--- config.mk ---
export PLATFORM = sky130hd
export DESIGN_NAME = nslm_controller
export DESIGN_NICKNAME = d
export VERILOG_FILES = /design/src/rtl/core/nslm_pkg.sv /design/src/rtl/core/nslm_controller.sv
export VERILOG_INCLUDE_DIRS = /design/src /design/src/rtl/core
export SDC_FILE = /design/constraint.sdc
export NUM_CORES = 1
export LEC_CHECK = 0
export BUFFER_PORTS_ARGS = -buffer_cell sky130_fd_sc_hd__buf_2
export CAP_MARGIN = 15
export CORE_AREA = 2 2 39 41
export DETAILED_ROUTE_END_ITERATION = 10
export DIE_AREA = 0 0 41 43
export PLACE_DENSITY = 0.63
export SYNTH_ARGS = -nofsm -noshare
export SYNTH_HDL_FRONTEND = slang
export SYNTH_SLANG_ARGS = --single-unit
--- constraint.sdc ---
create_clock -name i_clk -period 3.9 [get_ports i_clk]
set_input_delay 0.78 -clock i_clk [delete_from_list [all_inputs] [get_ports i_clk]]
set_output_delay 0.78 -clock i_clk [all_outputs]
set_load 0.005 [all_outputs]
--- src/rtl/core/nearest_seed_label_map_core_defines.svh ---
// Assertion macros shared by the nearest-seed label map RTL.
// No dependencies; expects i_clk and i_rst_n in the including scope.
`ifndef NEAREST_SEED_LABEL_MAP_CORE_DEFINES_SVH
`define NEAREST_SEED_LABEL_MAP_CORE_DEFINES_SVH

// Same-cycle implication, disabled while reset is held.
`define NSLM_ASSERT_NOW(lbl, ante, cons, msg) \
    lbl: assert property (@(posedge i_clk) disable iff (!i_rst_n) (ante) |-> (cons)) \
        else $error(msg);

// Next-cycle implication, disabled while reset is held.
`define NSLM_ASSERT_NEXT(lbl, ante, cons, msg) \
    lbl: assert property (@(posedge i_clk) disable iff (!i_rst_n) (ante) |=> (cons)) \
        else $error(msg);

`endif

--- src/rtl/core/nslm_pkg.sv ---
// Package for the nearest-seed label map: payload structs, codes and
// controller/datapath handshake structs. No dependencies.
package nslm_pkg;

    localparam int DIST_BITS      = 32;
    localparam int DIM_BITS       = 11;
    localparam int CFG_W          = 9;
    localparam int CFG_IDX_BITS   = 2;
    localparam int OUT_LABEL_BITS = 16;

    localparam logic [DIST_BITS-1:0] STEP_STRAIGHT   = 32'd8;
    localparam logic [DIST_BITS-1:0] STEP_DIAG_EXTRA = 32'd3;
    localparam logic [DIST_BITS-1:0] JUMP_PENALTY    = 32'd100000;

    localparam logic [CFG_IDX_BITS-1:0] CFG_PENALTY = 2'd0;
    localparam logic [CFG_IDX_BITS-1:0] CFG_WIDTH   = 2'd1;
    localparam logic [CFG_IDX_BITS-1:0] CFG_HEIGHT  = 2'd2;

    typedef enum logic [1:0] {
        CMD_LOAD = 2'd0,
        CMD_SEED = 2'd1,
        CMD_RUN  = 2'd2,
        CMD_READ = 2'd3
    } t_command;

    typedef enum logic {
        KIND_RUN  = 1'b0,
        KIND_READ = 1'b1
    } t_kind;

    typedef struct packed {
        t_command    command;
        logic [7:0]  cell_x;
        logic [7:0]  cell_y;
        logic        walkable_in;
        logic [15:0] seed_label;
    } t_item;

    typedef struct packed {
        t_kind       kind;
        logic [15:0] label_out;
        logic [31:0] distance_out;
        logic        reached;
        logic        overflow;
    } t_result;

    typedef struct packed {
        logic clr_all;
        logic clr_reached;
        logic do_load;
        logic do_seed;
        logic do_read;
        logic pop;
        logic chk;
        logic cmp;
        logic nb_rd;
        logic push;
        logic k_adv;
        logic fin;
    } t_ctl_cmd;

    typedef struct packed {
        logic q_empty;
        logic sweep_last;
        logic in_grid;
        logic keep;
        logic nb_valid;
        logic k_last;
    } t_dp_stat;

    function automatic logic [DIST_BITS-1:0] sat_add(input logic [DIST_BITS-1:0] a,
                                                     input logic [DIST_BITS-1:0] b);
        logic [DIST_BITS:0] s;
        s = {1'b0, a} + {1'b0, b};
        return s[DIST_BITS] ? {DIST_BITS{1'b1}} : s[DIST_BITS-1:0];
    endfunction

endpackage

--- src/rtl/core/nslm_controller.sv ---
// Sequencer for the nearest-seed label map: clearing sweeps and queue walk.
// Depends on nslm_pkg and nearest_seed_label_map_core_defines.svh.
`include "nearest_seed_label_map_core_defines.svh"

module nslm_controller
    import nslm_pkg::*;
(
    input  logic     i_clk,
    input  logic     i_rst_n,
    input  logic     i_start,
    input  t_command i_command,
    input  t_dp_stat i_stat,
    output t_ctl_cmd o_cmd,
    output logic     o_busy
);

    typedef enum logic [3:0] {
        S_INIT_CLR,
        S_IDLE,
        S_RUN_CLR,
        S_POP,
        S_CHK,
        S_CMP,
        S_NB,
        S_PUSH,
        S_FIN
    } t_state;

    t_state r_state;
    logic   r_busy;
    logic   accept;

    assign accept = i_start && !r_busy;
    assign o_busy = r_busy;

    always_comb begin
        o_cmd = '0;
        unique case (r_state)
            S_INIT_CLR: o_cmd.clr_all = 1'b1;
            S_IDLE: begin
                o_cmd.do_load = accept && (i_command == CMD_LOAD);
                o_cmd.do_seed = accept && (i_command == CMD_SEED);
                o_cmd.do_read = accept && (i_command == CMD_READ);
            end
            S_RUN_CLR: o_cmd.clr_reached = 1'b1;
            S_POP:     o_cmd.pop = !i_stat.q_empty;
            S_CHK:     o_cmd.chk = 1'b1;
            S_CMP:     o_cmd.cmp = 1'b1;
            S_NB: begin
                o_cmd.nb_rd = i_stat.nb_valid;
                o_cmd.k_adv = !i_stat.nb_valid;
            end
            S_PUSH: begin
                o_cmd.push  = 1'b1;
                o_cmd.k_adv = 1'b1;
            end
            S_FIN:     o_cmd.fin = 1'b1;
            default:   o_cmd = '0;
        endcase
    end

    always_ff @(posedge i_clk) begin
        if (!i_rst_n) begin
            r_state <= S_INIT_CLR;
            r_busy  <= 1'b1;
        end else begin
            unique case (r_state)
                S_INIT_CLR: begin
                    if (i_stat.sweep_last) begin
                        r_state <= S_IDLE;
                        r_busy  <= 1'b0;
                    end
                end
                S_IDLE: begin
                    if (accept && (i_command == CMD_RUN)) begin
                        r_state <= S_RUN_CLR;
                        r_busy  <= 1'b1;
                    end
                end
                S_RUN_CLR: if (i_stat.sweep_last) r_state <= S_POP;
                S_POP:     r_state <= i_stat.q_empty ? S_FIN : S_CHK;
                S_CHK:     r_state <= i_stat.in_grid ? S_CMP : S_POP;
                S_CMP:     r_state <= i_stat.keep ? S_NB : S_POP;
                S_NB: begin
                    if (i_stat.nb_valid) begin
                        r_state <= S_PUSH;
                    end else if (i_stat.k_last) begin
                        r_state <= S_POP;
                    end
                end
                S_PUSH:    r_state <= i_stat.k_last ? S_POP : S_NB;
                S_FIN: begin
                    r_state <= S_IDLE;
                    r_busy  <= 1'b0;
                end
                default: begin
                    r_state <= S_IDLE;
                    r_busy  <= 1'b0;
                end
            endcase
        end
    end

    `NSLM_ASSERT_NOW(a_pop_not_empty, o_cmd.pop, !i_stat.q_empty, "pop from empty queue")
    `NSLM_ASSERT_NOW(a_push_after_read, o_cmd.push, $past(o_cmd.nb_rd), "push without walk read")
    `NSLM_ASSERT_NEXT(a_run_goes_busy, accept && (i_command == CMD_RUN), r_busy, "run not busy")
    `NSLM_ASSERT_NOW(a_ready_only_idle, !r_busy, r_state == S_IDLE, "ready outside idle")

endmodule

**Word-level counts from Yosys, hierarchy flattened**

Index checks and enable logic that the tools add are counted.

- Register bits: 5
- Input bits: 11
- Output and inout bits: 13
- Word-level logic and storage cells: 54

- Eq/ne operators: 15
- Multiplexer cells: 23
- Bitwise logic cells: 1
- Reduce and logical (&&, ||, !) cells: 13

Operator list:

| operator | number |
|---|---|
| case mux 4 bit (8 select lines) | 1 |
| 2-to-1 mux 4 bit | 6 |
| == test 4 x 3 -> 1 bit, second input constant | 4 |
| 2-to-1 mux 3 bit | 4 |
| 2-to-1 mux 1 bit | 10 |
| == test 4 x 2 -> 1 bit, second input constant | 2 |
| != test 2 bit, second input constant | 3 |
| OR reduction 6 bit | 1 |
| logical AND 1 bit | 5 |
| == test 2 bit, second input constant | 2 |
| == test 4 x 1 -> 1 bit, second input constant | 1 |
| == test 4 bit, second input constant | 1 |
| logical NOT 4 bit | 1 |
| AND reduction 4 bit | 1 |
| logical NOT 1 bit | 3 |
| != test 3 bit, second input constant | 1 |
| case mux 1 bit (3 select lines) | 1 |
| AND reduction 3 bit | 1 |
| == test 2 x 1 -> 1 bit, second input constant | 1 |
| logical NOT 2 bit | 1 |
| case mux 1 bit (2 select lines) | 1 |
| inverter 1 bit | 1 |

**Depth between registers and ports, before layout**

- Depth in word-level cells: 5
- Mapped depth: 5
- Depth with buffers taken out: 3

**Worst setup path before layout**

OpenSTA, ideal clock, no wires.

- Path type: reg-to-output
- Start point: register r_state[0]
- End point: output o_cmd[8] (netlist name)
- Data arrival time: 1.270 ns
- Data required time: 3.120 ns
- Setup slack: 1.850 ns
- Stages on the path, launching flop included: 5
- Buffers on the path: 2
- Cells stage by stage: dfxtp_1 -> buf_4 -> or4b_1 -> buf_2 -> nor4_1

RTL lines:

| what | line | RTL |
|---|---|---|
| from (decl) | nslm_controller.sv:29 | `t_state r_state;` |
| from (signal assigned) | nslm_controller.sv:81 | `S_POP: r_state <= i_stat.q_empty ? S_FIN : S_CHK;` |
| from (signal assigned) | nslm_controller.sv:82 | `S_CHK: r_state <= i_stat.in_grid ? S_CMP : S_POP;` |
| from (signal assigned) | nslm_controller.sv:83 | `S_CMP: r_state <= i_stat.keep ? S_NB : S_POP;` |
| to (decl) | nslm_controller.sv:13 | `output t_ctl_cmd o_cmd,` |

==> flow_summary.ini <==
[outcome]
status = complete, no violations

[cts]
clk_latency_ps = 240
postCtsResizedCells = 0
cts_inserted_buffers = 3
clkSlewWorstSetupHoldPaths_ps = 50
hold_buffers = 0
cts.sinks = 5
cts_root_buf = clkbuf_4
cts_tree = done
cts_setup_buffers = 0
cts_buffer_depth = 2
htree_levels = 1

[timing]
clock_skew_ps = 8.55
min_period_over_period = 0.661
rsz0062_at_grt = false
finalHoldViolations = 0
fin_ws_ps = 1320
relSlewSlack = 0.539
slew_viol_final = 0
fmax_mhz = 388
setup_tns_ps = 0
setup_violations = 0
tightest_slew_ps = 682
finalCriticalPeriod_ps = 2580

[power]
leakagePower_nw = 0.265
swShare = 0.303
internal-power_uw = 117
pwr-share-clk = 0.353
power_frac_seq = 0.365
ir_drop_mv = 0.224
pwr-share-comb = 0.281
power_density_nw_per_um2 = 289
p_sw_uw = 51.0

[route]
wl_per_cell_um = 11.7
dr.pass1.iters = 4
vias_per_cell = 5.53
drt_iter0_markers = 10
drc = 0
vias = 542
drt_wl_total_um = 1150
drt.antenna.violating_nets = 0

[final_layout]
insertedDiodeCount = 0
drive_gt1_frac = 0.354
finalNetCount = 94
fillers = 154
area_delta_synth_final_pct = 29.9

[global_route]
grt_start_max_net_pins = 15
gr-usage-all-layers = 0.147
overflow = 0
antenna_found_initial = 0
grt_pass1_vias = 453
grt_pass1_wl_um = 1800

[worst_setup_path]
start_kind = register
arrival_ps = 1800
crit_start = r_state[2]$_SDFFE_PN0P_
cp.required_ps = 3120
r2r_start = r_state[2]$_SDFFE_PN0P_
end_kind = output port
path_max_fanout = 14
worstSetupPathType = reg -> out

[floorplan]
initial_core_util = 0.324
die-width_um = 41
ios = 24
dieHeight_um = 43
std_cell_rows = 14
dieArea_um2 = 1760
fp.coreArea_um2 = 1380

[synth]
synthFlopType = dfxtp_1
synth_warnings = 0
synth.distinct_cells = 31
synth_common_cells = dfxtp_1, inv_1, nor2_1, nor3_1
syn_area_per_cell_um2 = 7.34
yosys.area.top_type_share = 0.223
synthCells = 61
async_reset_ff_frac = 0
syn_nets = 72
syn_area_um2 = 448
synthTopCellsByArea = dfxtp_1, nor3_1, nor4_1
ys_seq_area_frac = 0.223
synth_top_area_cell = dfxtp_1
synth_seq_cells = 5
synth_edf_count = 0

[placement]
hpwl_um = 861
dpl_worst_slack_ps = 1590
gp_congestion = 0.763
io_buffers = 23

[worst_hold_path]
worstHoldPathType = reg -> reg
hp-start = o_busy$_SDFFE_PN1P_

[flow_run]
drv_cap = 0
## logic make-up (layout without fill, tap and decap cells)
family                 after synthesis  after routing  synth area share
flip-flops                           5              5             0.223
buffers and inverters               11             32             0.103
AO/OA/AOI/OAI                       14             14             0.260
multiplexers                         1              1            0.0223
AND/OR/NAND/NOR                     30             30             0.391
## registers in the layout, summed over array words and instances (netlist names)
| name | flops |
|---|---|
| r_state | 4 |
| o_busy | 1 |
## cell usage in the layout (no fill, tap or decap), types with 2 or more instances in the layout
cell type | synthesis | final
buf_2 | 1 | 23
nor2_1 | 5 | 5
inv_1 | 5 | 5
nor3_1 | 5 | 5
dfxtp_1 | 5 | 5
nand2_1 | 4 | 4
nor4_1 | 4 | 4
nand2b_1 | 3 | 3
clkbuf_4 | 0 | 3
or2_2 | 2 | 2
a21oi_1 | 2 | 2
o221ai_1 | 2 | 2
## through the flow
stage	cell area (µm²)	power (mW)	util	hold WS [ps]	std cells
after floorplan	448	0.0960	-	521	61
after global placement	556	0.109	0.401	536	94
after detailed placement	556	0.109	0.401	536	94
after CTS	582	0.171	0.420	543	98
after global routing	582	0.181	0.420	587	98
final	582	0.168	0.420	539	98
## per-layer routing
metal | GRT usage | vias up | part of all wire
met4 | 0.0200 | 0 | 0
met1 | 0.181 | 248 | 0.42
li1 | - | 272 | -
met5 | 0 | - | 0
met2 | 0.234 | 22 | 0.50
met3 | 0.0628 | 0 | 0.078
## worst paths after layout
check	cells past startpoint	slack, ps	end
setup / recovery	3	1320	o_cmd[8]
setup reg to reg	3	2210	r_state[0]$_SDFFE_PN0P_
hold reg to reg	2	540	o_busy$_SDFFE_PN1P_
hold / removal	2	540	o_busy$_SDFFE_PN1P_
## worst max-delay path: stages, from the launching register on
cell	delay (ps)
dfxtp_1	420
or4b_1	700
nor4_1	280
buf_2	160
## power by group through the flow
stage,sequential [mW],clock [mW],combinational [mW]
after floorplan,0.0581,0,0.0379
after global placement,0.0622,0,0.0465
after detailed placement,0.0623,0,0.0468
after CTS,0.0613,0.0618,0.0477
after global routing,0.0624,0.0652,0.0531
final,0.0613,0.0593,0.0473
## layout make-up
class	instances	area, µm²	share of cell area
tap	16	20.0	0.0344
clock buffer	4	26.3	0.0452
multi-input combinational	45	302	0.518
timing repair buffer	23	115	0.198
sequential	5	100	0.172
inverter	5	18.8	0.0323
Note: power is estimated with default switching activity, not from simulation.
